`src/design/pbec_pkg.sv`:
```
`timescale 1ns / 1ps
`default_nettype none

package pbec_pkg;

  localparam int unsigned PRBS_W  = 9;
  localparam int unsigned CNT_W   = 17;
  localparam int unsigned TOT_W   = 32;
  localparam int unsigned WARM_W  = 8;
  localparam int unsigned APB_DW  = 32;
  localparam int unsigned APB_AW  = 1;

  localparam int unsigned MAX_BLOCK_BITS = 65536;
  localparam int unsigned CNT_MAX        = (1 << CNT_W) - 1;

  // Block error count saturates at the block length, limited by the field width.
  localparam logic [CNT_W-1:0] ERR_CAP =
      CNT_W'((MAX_BLOCK_BITS > CNT_MAX) ? CNT_MAX : MAX_BLOCK_BITS);

  localparam logic [WARM_W-1:0] WARMUP_RESET = WARM_W'(10);
  localparam logic [TOT_W-1:0]  TOT_MAX      = '1;

  // Feedback taps of x^9 + x^5 + 1.
  localparam int unsigned TAP_LO = 4;
  localparam int unsigned TAP_HI = 8;

  typedef enum logic [APB_AW-1:0] {
    ADDR_WARMUP = 1'b0
  } reg_addr_e;

endpackage

`default_nettype wire

```
`src/design/pbec_if.sv`:
```
`timescale 1ns / 1ps
`default_nettype none

interface pbec_in_if;
  import pbec_pkg::*;

  logic              valid;
  logic              ready;
  logic              rx_bit;
  logic [PRBS_W-1:0] block_seed;
  logic              first_of_block;
  logic              last_of_block;

  modport source (
    output valid, rx_bit, block_seed, first_of_block, last_of_block,
    input  ready
  );
  modport sink (
    input  valid, rx_bit, block_seed, first_of_block, last_of_block,
    output ready
  );
endinterface

interface pbec_out_if;
  import pbec_pkg::*;

  logic             valid;
  logic             ready;
  logic [CNT_W-1:0] block_errors;
  logic             block_counted;
  logic [TOT_W-1:0] total_errors;
  logic [TOT_W-1:0] counted_blocks;

  modport source (
    output valid, block_errors, block_counted, total_errors, counted_blocks,
    input  ready
  );
  modport sink (
    input  valid, block_errors, block_counted, total_errors, counted_blocks,
    output ready
  );
endinterface

`default_nettype wire

```
`src/design/prbs9_bit_error_checker_unit.sv`:
```
`timescale 1ns / 1ps
`default_nettype none

// Channel    Dir  Handshake            Beat contents
// in_ch_i    in   valid/ready          rx_bit, block_seed, first_of_block, last_of_block
// out_ch_o   out  valid/ready          block_errors, block_counted, total_errors,
//                                      counted_blocks (one beat per closed block)
// apb        in   psel/penable/pwrite  warmup_blocks at byte address 0
//
// One bit is taken per cycle while no closing bit waits on a stalled result; a bit
// is registered, then one LFSR step, compare and saturating add load the result
// register, which offers the result. Reset clears the LFSR, counters and totals and
// loads warm-up to 10.
// A result stalled on out_ch_o holds one beat; the input stage then keeps taking
// bits that close no block and stops only at the next closing bit.

module prbs9_bit_error_checker_unit
  import pbec_pkg::*;
(
  input  wire                clk_i,
  input  wire                rst_ni,
  pbec_in_if.sink            in_ch_i,
  pbec_out_if.source         out_ch_o,
  input  wire                psel,
  input  wire                penable,
  input  wire                pwrite,
  input  wire [APB_AW-1:0]   paddr,
  input  wire [APB_DW-1:0]   pwdata,
  output logic [APB_DW-1:0]  prdata,
  output logic               pready
);

  // Input register stage.
  logic              s1_v_q;
  logic              s1_rx_q;
  logic [PRBS_W-1:0] s1_seed_q;
  logic              s1_first_q;
  logic              s1_last_q;

  // Block state.
  logic [PRBS_W-1:0] prbs_q, prbs_d;
  logic [CNT_W-1:0]  cnt_q, cnt_d;
  logic [WARM_W-1:0] warm_q;
  logic [WARM_W-1:0] skip_q, skip_d;
  logic [TOT_W-1:0]  err_tot_q, err_tot_d;
  logic [TOT_W-1:0]  blk_tot_q, blk_tot_d;

  // Result register.
  logic              ov_q;
  logic [CNT_W-1:0]  o_err_q;
  logic              o_cnt_q;

  logic              out_free;
  logic              s1_go;
  logic              cfg_wr;
  logic [PRBS_W-1:0] reg_cur;
  logic              ref_bit;
  logic [CNT_W-1:0]  cnt_base;
  logic [CNT_W-1:0]  cnt_new;
  logic              counted;
  logic [TOT_W:0]    err_sum;
  logic [TOT_W:0]    blk_sum;

  assign out_free = !ov_q || out_ch_o.ready;
  // Bits that close no block never wait for the result register.
  assign s1_go    = s1_v_q && (!s1_last_q || out_free);
  assign in_ch_i.ready = !s1_v_q || s1_go;

  assign pready = 1'b1;
  assign cfg_wr = psel && penable && pwrite && pready
                  && (paddr == ADDR_WARMUP);
  assign prdata = (paddr == ADDR_WARMUP) ? APB_DW'(warm_q) : '0;

  always_comb begin
    reg_cur  = s1_first_q ? s1_seed_q : prbs_q;
    ref_bit  = reg_cur[TAP_LO] ^ reg_cur[TAP_HI];
    prbs_d   = {reg_cur[PRBS_W-2:0], ref_bit};
    cnt_base = s1_first_q ? '0 : cnt_q;
    cnt_new  = cnt_base;
    if ((ref_bit != s1_rx_q) && (cnt_base < ERR_CAP)) begin
      cnt_new = cnt_base + CNT_W'(1);
    end

    err_sum   = {1'b0, err_tot_q} + {{(TOT_W-CNT_W+1){1'b0}}, cnt_new};
    blk_sum   = {1'b0, blk_tot_q} + (TOT_W+1)'(1);
    skip_d    = skip_q;
    err_tot_d = err_tot_q;
    blk_tot_d = blk_tot_q;
    counted   = 1'b0;
    cnt_d     = cnt_new;
    if (s1_last_q) begin
      cnt_d = '0;
      if (skip_q != '0) begin
        skip_d = skip_q - WARM_W'(1);
      end else begin
        counted   = 1'b1;
        err_tot_d = err_sum[TOT_W] ? TOT_MAX : err_sum[TOT_W-1:0];
        blk_tot_d = blk_sum[TOT_W] ? TOT_MAX : blk_sum[TOT_W-1:0];
      end
    end
  end

  always_ff @(posedge clk_i or negedge rst_ni) begin
    if (!rst_ni) begin
      s1_v_q    <= 1'b0;
      ov_q      <= 1'b0;
      prbs_q    <= '0;
      cnt_q     <= '0;
      warm_q    <= WARMUP_RESET;
      skip_q    <= WARMUP_RESET;
      err_tot_q <= '0;
      blk_tot_q <= '0;
    end else begin
      if (in_ch_i.ready) begin
        s1_v_q <= in_ch_i.valid;
      end
      if (s1_go) begin
        prbs_q <= prbs_d;
        cnt_q  <= cnt_d;
        err_tot_q <= err_tot_d;
        blk_tot_q <= blk_tot_d;
      end
      if (s1_go && s1_last_q) begin
        ov_q <= 1'b1;
      end else if (out_ch_o.ready) begin
        ov_q <= 1'b0;
      end
      // A warm-up write restarts the skip countdown.
      if (cfg_wr) begin
        warm_q <= pwdata[WARM_W-1:0];
        skip_q <= pwdata[WARM_W-1:0];
      end else if (s1_go) begin
        skip_q <= skip_d;
      end
    end
  end

  always_ff @(posedge clk_i) begin
    if (in_ch_i.ready && in_ch_i.valid) begin
      s1_rx_q    <= in_ch_i.rx_bit;
      s1_seed_q  <= in_ch_i.block_seed;
      s1_first_q <= in_ch_i.first_of_block;
      s1_last_q  <= in_ch_i.last_of_block;
    end
    if (s1_go && s1_last_q) begin
      o_err_q <= cnt_new;
      o_cnt_q <= counted;
    end
  end

  assign out_ch_o.valid          = ov_q;
  assign out_ch_o.block_errors   = o_err_q;
  assign out_ch_o.block_counted  = o_cnt_q;
  assign out_ch_o.total_errors   = err_tot_q;
  assign out_ch_o.counted_blocks = blk_tot_q;

endmodule

`default_nettype wire

```
`src/flat_wrapper.sv`:
```
// flat-port wrapper written by rule: the top's interface ports become plain ports
module prbs9_bit_error_checker_unit_flat import pbec_pkg::*;
  (clk_i, rst_ni, psel, penable, pwrite, paddr, pwdata, prdata, pready, in_ch_i_valid, in_ch_i_rx_bit, in_ch_i_block_seed, in_ch_i_first_of_block, in_ch_i_last_of_block, in_ch_i_ready, out_ch_o_valid, out_ch_o_block_errors, out_ch_o_block_counted, out_ch_o_total_errors, out_ch_o_counted_blocks, out_ch_o_ready);
  pbec_in_if in_ch_i_i ();
  pbec_out_if out_ch_o_i ();
  input  wire clk_i;
  input  wire rst_ni;
  input  wire psel;
  input  wire penable;
  input  wire pwrite;
  input  wire [APB_AW-1:0] paddr;
  input  wire [APB_DW-1:0] pwdata;
  output logic [APB_DW-1:0] prdata;
  output logic pready;
  input wire logic [$bits(in_ch_i_i.valid)-1:0] in_ch_i_valid;
  input wire logic [$bits(in_ch_i_i.rx_bit)-1:0] in_ch_i_rx_bit;
  input wire logic [$bits(in_ch_i_i.block_seed)-1:0] in_ch_i_block_seed;
  input wire logic [$bits(in_ch_i_i.first_of_block)-1:0] in_ch_i_first_of_block;
  input wire logic [$bits(in_ch_i_i.last_of_block)-1:0] in_ch_i_last_of_block;
  output wire logic [$bits(in_ch_i_i.ready)-1:0] in_ch_i_ready;
  output wire logic [$bits(out_ch_o_i.valid)-1:0] out_ch_o_valid;
  output wire logic [$bits(out_ch_o_i.block_errors)-1:0] out_ch_o_block_errors;
  output wire logic [$bits(out_ch_o_i.block_counted)-1:0] out_ch_o_block_counted;
  output wire logic [$bits(out_ch_o_i.total_errors)-1:0] out_ch_o_total_errors;
  output wire logic [$bits(out_ch_o_i.counted_blocks)-1:0] out_ch_o_counted_blocks;
  input wire logic [$bits(out_ch_o_i.ready)-1:0] out_ch_o_ready;
  assign in_ch_i_i.valid = in_ch_i_valid;
  assign in_ch_i_i.rx_bit = in_ch_i_rx_bit;
  assign in_ch_i_i.block_seed = in_ch_i_block_seed;
  assign in_ch_i_i.first_of_block = in_ch_i_first_of_block;
  assign in_ch_i_i.last_of_block = in_ch_i_last_of_block;
  assign in_ch_i_ready = in_ch_i_i.ready;
  assign out_ch_o_valid = out_ch_o_i.valid;
  assign out_ch_o_block_errors = out_ch_o_i.block_errors;
  assign out_ch_o_block_counted = out_ch_o_i.block_counted;
  assign out_ch_o_total_errors = out_ch_o_i.total_errors;
  assign out_ch_o_counted_blocks = out_ch_o_i.counted_blocks;
  assign out_ch_o_i.ready = out_ch_o_ready;
  prbs9_bit_error_checker_unit u_core (.clk_i(clk_i), .rst_ni(rst_ni), .in_ch_i(in_ch_i_i), .out_ch_o(out_ch_o_i), .psel(psel), .penable(penable), .pwrite(pwrite), .paddr(paddr), .pwdata(pwdata), .prdata(prdata), .pready(pready));
endmodule
```
`config.mk`:
```
export PLATFORM = sky130hd
export DESIGN_NAME = prbs9_bit_error_checker_unit_flat
export DESIGN_NICKNAME = d
export VERILOG_FILES = /design/src/design/pbec_pkg.sv /design/src/design/pbec_if.sv /design/src/design/prbs9_bit_error_checker_unit.sv /design/src/flat_wrapper.sv
export SDC_FILE = /design/constraint.sdc
export NUM_CORES = 1
export LEC_CHECK = 0
export BUFFER_PORTS_ARGS = -buffer_cell sky130_fd_sc_hd__buf_4
export CORE_MARGIN = 2
export CORE_UTILIZATION = 30
export CTS_CLUSTER_DIAMETER = 60
export DETAILED_ROUTE_END_ITERATION = 8
export SYNTH_ARGS = -nofsm -noshare
export SYNTH_HDL_FRONTEND = slang
export SYNTH_SLANG_ARGS = --single-unit
export TNS_END_PERCENT = 20
```
`constraint.sdc`:
```
create_clock -name clk_i -period 5.7 [get_ports clk_i]
set_input_delay 1.14 -clock clk_i [delete_from_list [all_inputs] [get_ports clk_i]]
set_output_delay 1.14 -clock clk_i [all_outputs]
set_load 0.05 [all_outputs]
```
==> results of run 1 <==
## worst max-delay path: cells and delay by family (launching register included)
family | cells | cell delay (ns)
fa+ha+maj | 2 | 0.60
buf+inv | 1 | 0.28
compound gates | 3 | 1.24
flops | 1 | 0.41
xor+xnor | 1 | 0.17
simple gates | 8 | 1.72
## metrics by stage
| stage | area (um^2) | utilization (%) |
|---|---|---|
| floorplan | 7810 | - |
| global placement | 8900 | 35.2 |
| detailed placement | 8900 | 35.2 |
| CTS | 9510 | 37.6 |
| global route | 9510 | 37.6 |
| finish | 9510 | 37.6 |
## state kept, by name, summed over array words and instances (netlist names)
register,cells
u_core.cnt_q,17
u_core.out_ch_o.block_counted,1
u_core.out_ch_o.block_errors,17
u_core.out_ch_o.counted_blocks,32
u_core.out_ch_o.total_errors,32
u_core.out_ch_o.valid,1
u_core.prbs_q,9
u_core.s1_first_q,1
u_core.s1_last_q,1
u_core.s1_rx_q,1
u_core.s1_seed_q,9
u_core.s1_v_q,1
u_core.skip_q,8
u_core.warm_q,8
## kinds of logic (layout without fill, tap and decap cells)
| kind of cell | Yosys count | in the layout | synth area share (%) |
|---|---|---|---|
| simple gates | 338 | 338 | 22.0 |
| compound gates | 148 | 148 | 11.9 |
| flops | 138 | 138 | 46.7 |
| buf+inv | 74 | 187 | 5.13 |
| xor+xnor | 62 | 62 | 7.03 |
| mux | 25 | 25 | 3.40 |
| fa+ha+maj | 22 | 22 | 3.66 |
| other cells | 2 | 25 | 0.0972 |
## area by class of cell
class	count	area (um^2)	share of cell area (%)
clock buffer	20	479	5.04
inverter	26	97.6	1.03
tap	330	413	4.34
sequential	138	3610	38.0
timing repair buffer	129	968	10.2
clock inverter	12	126	1.33
multi-input combinational	620	3810	40.1
## cells in the mapped netlist (all sizes together), types with 8 or more instances
| cell type | number | area [um^2] |
|---|---|---|
| inv | 26 | 97.6 |
| and3 | 11 | 68.8 |
| o21ai | 42 | 210 |
| a21oi | 33 | 165 |
| edfxtp | 30 | 901 |
| a31oi | 23 | 144 |
| nor3 | 25 | 130 |
| a21o | 8 | 60.1 |
| ha | 21 | 263 |
| dfrtp | 104 | 2600 |
| nor2b | 16 | 100 |
| nand2b | 13 | 81.3 |
| xor2 | 24 | 210 |
| buf | 30 | 231 |
| mux2i | 15 | 150 |
| nor2 | 60 | 228 |
| nand3 | 33 | 165 |
| nand4 | 19 | 119 |
| nor4 | 10 | 77.6 |
| xnor2 | 38 | 333 |
| mux2 | 10 | 113 |
| nand2 | 106 | 400 |
| or3 | 8 | 50.1 |
| and2 | 12 | 75.1 |
| clkbuf | 18 | 67.6 |
## worst min path at each step
stage	slack, ns	endpoint	startpoint
finish	0.46	u_core.warm_q[3]	u_core.warm_q[3]
global route	0.48	u_core.warm_q[3]	u_core.warm_q[3]
CTS	0.46	u_core.warm_q[3]	u_core.warm_q[3]
detailed placement	0.45	u_core.warm_q[3]	u_core.warm_q[3]
global placement	0.45	u_core.warm_q[1]	u_core.warm_q[1]
floorplan	0.44	u_core.warm_q[1]	u_core.warm_q[1]
## routing by layer
metal | track usage, % | vias to the layer above
li1 | - | 3092
met1 | 20.1 | 2930
met2 | 23.2 | 154
met3 | 3.29 | 19
met4 | 5.53 | 0
met5 | 0 | -
## report_power, final
group	switching (mW)	internal (mW)
Sequential	0.127	1.15
Clock	0.472	0.668
Combinational	0.836	0.451
==> flow_summary.yaml, run 1 <==
die:
  pin_count: 169
  start_util_pct: 30.6
  fp.coreArea_um2: 25300
  fp.dieH_um: 164
  die_w_um: 164
  rows: 58
  dieArea_um2: 27100
routing:
  top_layer: "met4"
  via_count: 6195
  met1_length_mm: 9.31
  drt-wirelength-per-cell_um: 15.4
  firstDrtPassIters: 5
  ant_nets: 0
  routed-wl-met2_mm: 9.01
  wl_met3_um: 975
  drc: 0
  drt_iter0_markers: 374
  viasPerCell: 4.86
  wl_mm: 19.6
sta:
  rsz0062_at_grt: "no"
  final.setup.tns_ns: 0
  finalHoldViolations: 0
  min_period_over_period_pct: 79.8
  timing.final.ws_setup_ns: 1.15
  skew_ns: 0.00979
  clock.fmax_mhz: 220
  fin_crit_ns: 4.55
  holdWs_ns: 0.459
  setup_viol: 0
  finalMaxSlewViolations: 0
  max_slew.worst_pin.slew_ns: 0.978
  relSlewSlack_pct: 34.8
run:
  timing.max_cap.violations: 0
setup_path:
  path_cells: "buf_4 > nor2b_1 > ha_1 > nand4b_1 > or3_1 > nor3_1 > xnor2_1 > nor2_1 > ha_1 > and4_1 > nand2_1 > a211o_1 > a211oi_1 > nor3b_1 > a31oi_1"
  endpoint: "u_core.out_ch_o.total_errors[23]"
  endpoint_kind: "flip-flop"
  crit_start: "u_core.s1_first_q"
  reg2reg_to: "u_core.out_ch_o.total_errors[23]"
  worst_setup_path_start_kind: "flip-flop"
  reg2reg_slack_ns: 1.15
  required_ns: 6.04
  criticalPathCategory: "reg2reg"
  reg2reg_from: "u_core.s1_first_q"
  cpPeakStageDelay_ns: 0.73
  crit_arrival_ns: 4.88
  rr_worst_depth: 15
  path_common_cell: "ha_1"
  slowest_stage: "a211oi_1"
  crit_fanout: 33
power_and_ir_drop:
  peakVddDrop_mv: 0.149
  power.leakage_nw: 4.10
  power_density_nw_per_um2: 390
  power_mw: 3.71
logic_synthesis:
  synthFlopType: "dfrtp_1"
  synth_seq_cells: 138
  postSynth.asyncResetShare_pct: 78.3
  synth_edf_count: 30
  synthCells: 809
  ys_warn_count: 0
  syn_avg_cell_area_um2: 9.55
  synthDistinctLibCells: 66
  syn_area_um2: 7730
  ys_seq_area_share_pct: 46.7
clocking:
  clock_latency_ns: 0.42
  ctsLongestPathBuffers: 2
  cts_hold_buf: 0
  cts.sink_count: 138
  htreeDepth: 4
  cts_resized: 0
  path_clk_slew_ns: 0.07
  cts_buffers: 17
  cts_tree: "built"
  clockRootBuffer: "clkbuf_16"
  cts_setup_buffers: 0
grt:
  grt_max_degree: 73
  grt_usage_pct: 14.8
  grt_pass1_wl_mm: 31.5
  grt_overflow_total: 0
  grt_pass1_vias: 5905
  antenna_found_initial: 0
layout:
  final_cells: 1275
  drive_above_1_share_pct: 20.0
  nets: 1006
  antenna_cells: 0
  layout_commonest_cell: "buf_4"
  layout_common_cells: "129 x buf_4, 105 x nand2_1, 104 x dfrtp_1"
  syn_to_final_growth_pct: 23.0
  fillers: 2534
hold_path:
  hp-class: "reg2reg"
  min_path_cells: 2
place:
  dp_worst_setup_slack_ns: 1.23
  place.gp.congestion: 0.820
  dp_hpwl_mm: 14.1
  io_buffers: 119
  place_inst: 1243
status:
  status: "complete, no violations"
No activity file was read; power rests on OpenSTA's default activity.
==> inputs of run 2 (changes only) <==
- clock period: 5.7 -> 3.9 ns (I/O delays scaled with it)
==> flow_summary.yaml, run 2 (synthesis gave the netlist of run 1 again) <==
status:
  status: "complete, no violations"
run:
  timing.max_cap.violations: 0
setup_path:
  crit_arrival_ns: 4.15
  endpoint: "u_core.out_ch_o.total_errors[30]"
  rr_worst_depth: 14
  worst_setup_path_start_kind: "flip-flop"
  reg2reg_to: "u_core.out_ch_o.total_errors[30]"
  reg2reg_slack_ns: 0.05
  crit_fanout: 7
  crit_start: "u_core.s1_first_q"
  reg2reg_from: "u_core.s1_first_q"
  required_ns: 4.20
  criticalPathCategory: "reg2reg"
  endpoint_kind: "flip-flop"
die:
  pin_count: 169
  start_util_pct: 30.6
  fp.dieH_um: 164
  rows: 58
  dieArea_um2: 27100
  die_w_um: 164
  fp.coreArea_um2: 25300
grt:
  grt_usage_pct: 15.4
  grt_overflow_total: 0
  grt_max_degree: 78
  grt_pass1_wl_mm: 32.9
  antenna_found_initial: 0
  grt_pass1_vias: 6361
place:
  place.gp.congestion: 0.878
  dp_hpwl_mm: 15.3
  dpl_cell_area_um2: 9460
  io_buffers: 119
clocking:
  cts_tree: "built"
  clockRootBuffer: "clkbuf_16"
  cts_buffers: 17
  clock_latency_ns: 0.42
  cts.sink_count: 138
  htreeDepth: 4
  ctsLongestPathBuffers: 2
  path_clk_slew_ns: 0.06
layout:
  drive_above_1_share_pct: 31.5
  layout_commonest_cell: "buf_4"
  nets: 1086
  antenna_cells: 0
  fillers: 2527
  layout_common_cells: "205 x buf_4, 104 x dfrtp_1, 102 x nand2_1"
  design_area_um2: 10500
  syn_to_final_growth_pct: 35.4
power_and_ir_drop:
  power.leakage_nw: 4.56
  peakVddDrop_mv: 0.298
  power_density_nw_per_um2: 550
sta:
  finalMaxSlewViolations: 0
  rsz0062_at_grt: "yes"
  clock.fmax_mhz: 260
  fin_crit_ns: 3.85
  min_period_over_period_pct: 98.7
  skew_ns: 0.0108
  holdWs_ns: 0.308
  relSlewSlack_pct: 44.4
  max_slew.worst_pin.slew_ns: 0.832
  setup_viol: 0
  finalHoldViolations: 0
routing:
  wl_mm: 20.8
  via_count: 6520
  firstDrtPassIters: 5
  drt-wirelength-per-cell_um: 15.3
  drc: 0
  viasPerCell: 4.81
  drt_iter0_markers: 366
  ant_nets: 0
hold_path:
  hp-class: "in2async"
run 2: cell type report:
| class | instances | area [um^2] | share of cell area, % |
|---|---|---|---|
| Multi-Input combinational cell | 620 | 4160 | 39.8 |
| Sequential cell | 138 | 3610 | 34.5 |
| Timing Repair Buffer | 209 | 1590 | 15.2 |
| Clock buffer | 18 | 429 | 4.10 |
| Tap cell | 330 | 413 | 3.95 |
| Clock inverter | 14 | 159 | 1.52 |
| Inverter | 26 | 97.6 | 0.933 |
run 2: worst min path at each step:
stage	to	slack, ns	cells after the start
floorplan	u_core.warm_q[1]	0.44	2
global placement	u_core.warm_q[1]	0.45	2
detailed placement	u_core.warm_q[3]	0.45	2
CTS	u_core.prbs_q[2]	0.32	1
global route	u_core.prbs_q[2]	0.33	1
finish	u_core.prbs_q[2]	0.31	1
run 2: through the flow:
step	setup TNS, ns	cells	setup WS [ns]	power, mW	utilization (%)
after floorplan	0	832	0.00815	3.25	-
after global placement	-1.23	1315	-0.194	3.97	37.5
after detailed placement	-1.55	1315	-0.209	3.98	37.5
after CTS	0	1348	0.00536	5.66	40.2
after global routing	-0.646	1355	-0.117	6.08	41.4
final	0	1355	0.0514	5.75	41.4
run 2: timing repair:
item / 4_1_cts / 5_1_grt
setup endpoints to repair: 30 / 32
hold buffers: 0 / 0
buffers inserted: 1 / 7
resized for setup: 16 / 49
pin swaps: 1 / 16
run 2: power breakdown:
group          internal [mW]  switching, mW
clock network          0.959          0.687
logic                  0.921           1.29
registers               1.68          0.207
total                   3.56           2.18
run 2: per-layer routing:
layer	vias to the layer above	global-route usage, %	routed length (um)
met4	0	4.27	312
met1	3108	20.6	9770
li1	3243	-	-
met5	-	0	0
met2	150	25.1	9780
met3	19	3.34	910
run 2: critical path: stages, from the launching register on:
cell	delay, ns
edfxtp_1	0.52
buf_6	0.19
mux2i_4	0.18
buf_4	0.17
xnor2_4	0.16
or4_4	0.55
xnor2_1	0.14
nor2b_4	0.14
ha_4	0.28
and3_4	0.19
nand2_2	0.07
a211o_4	0.31
a21o_4	0.25
a211oi_2	0.24
mux2_2	0.35
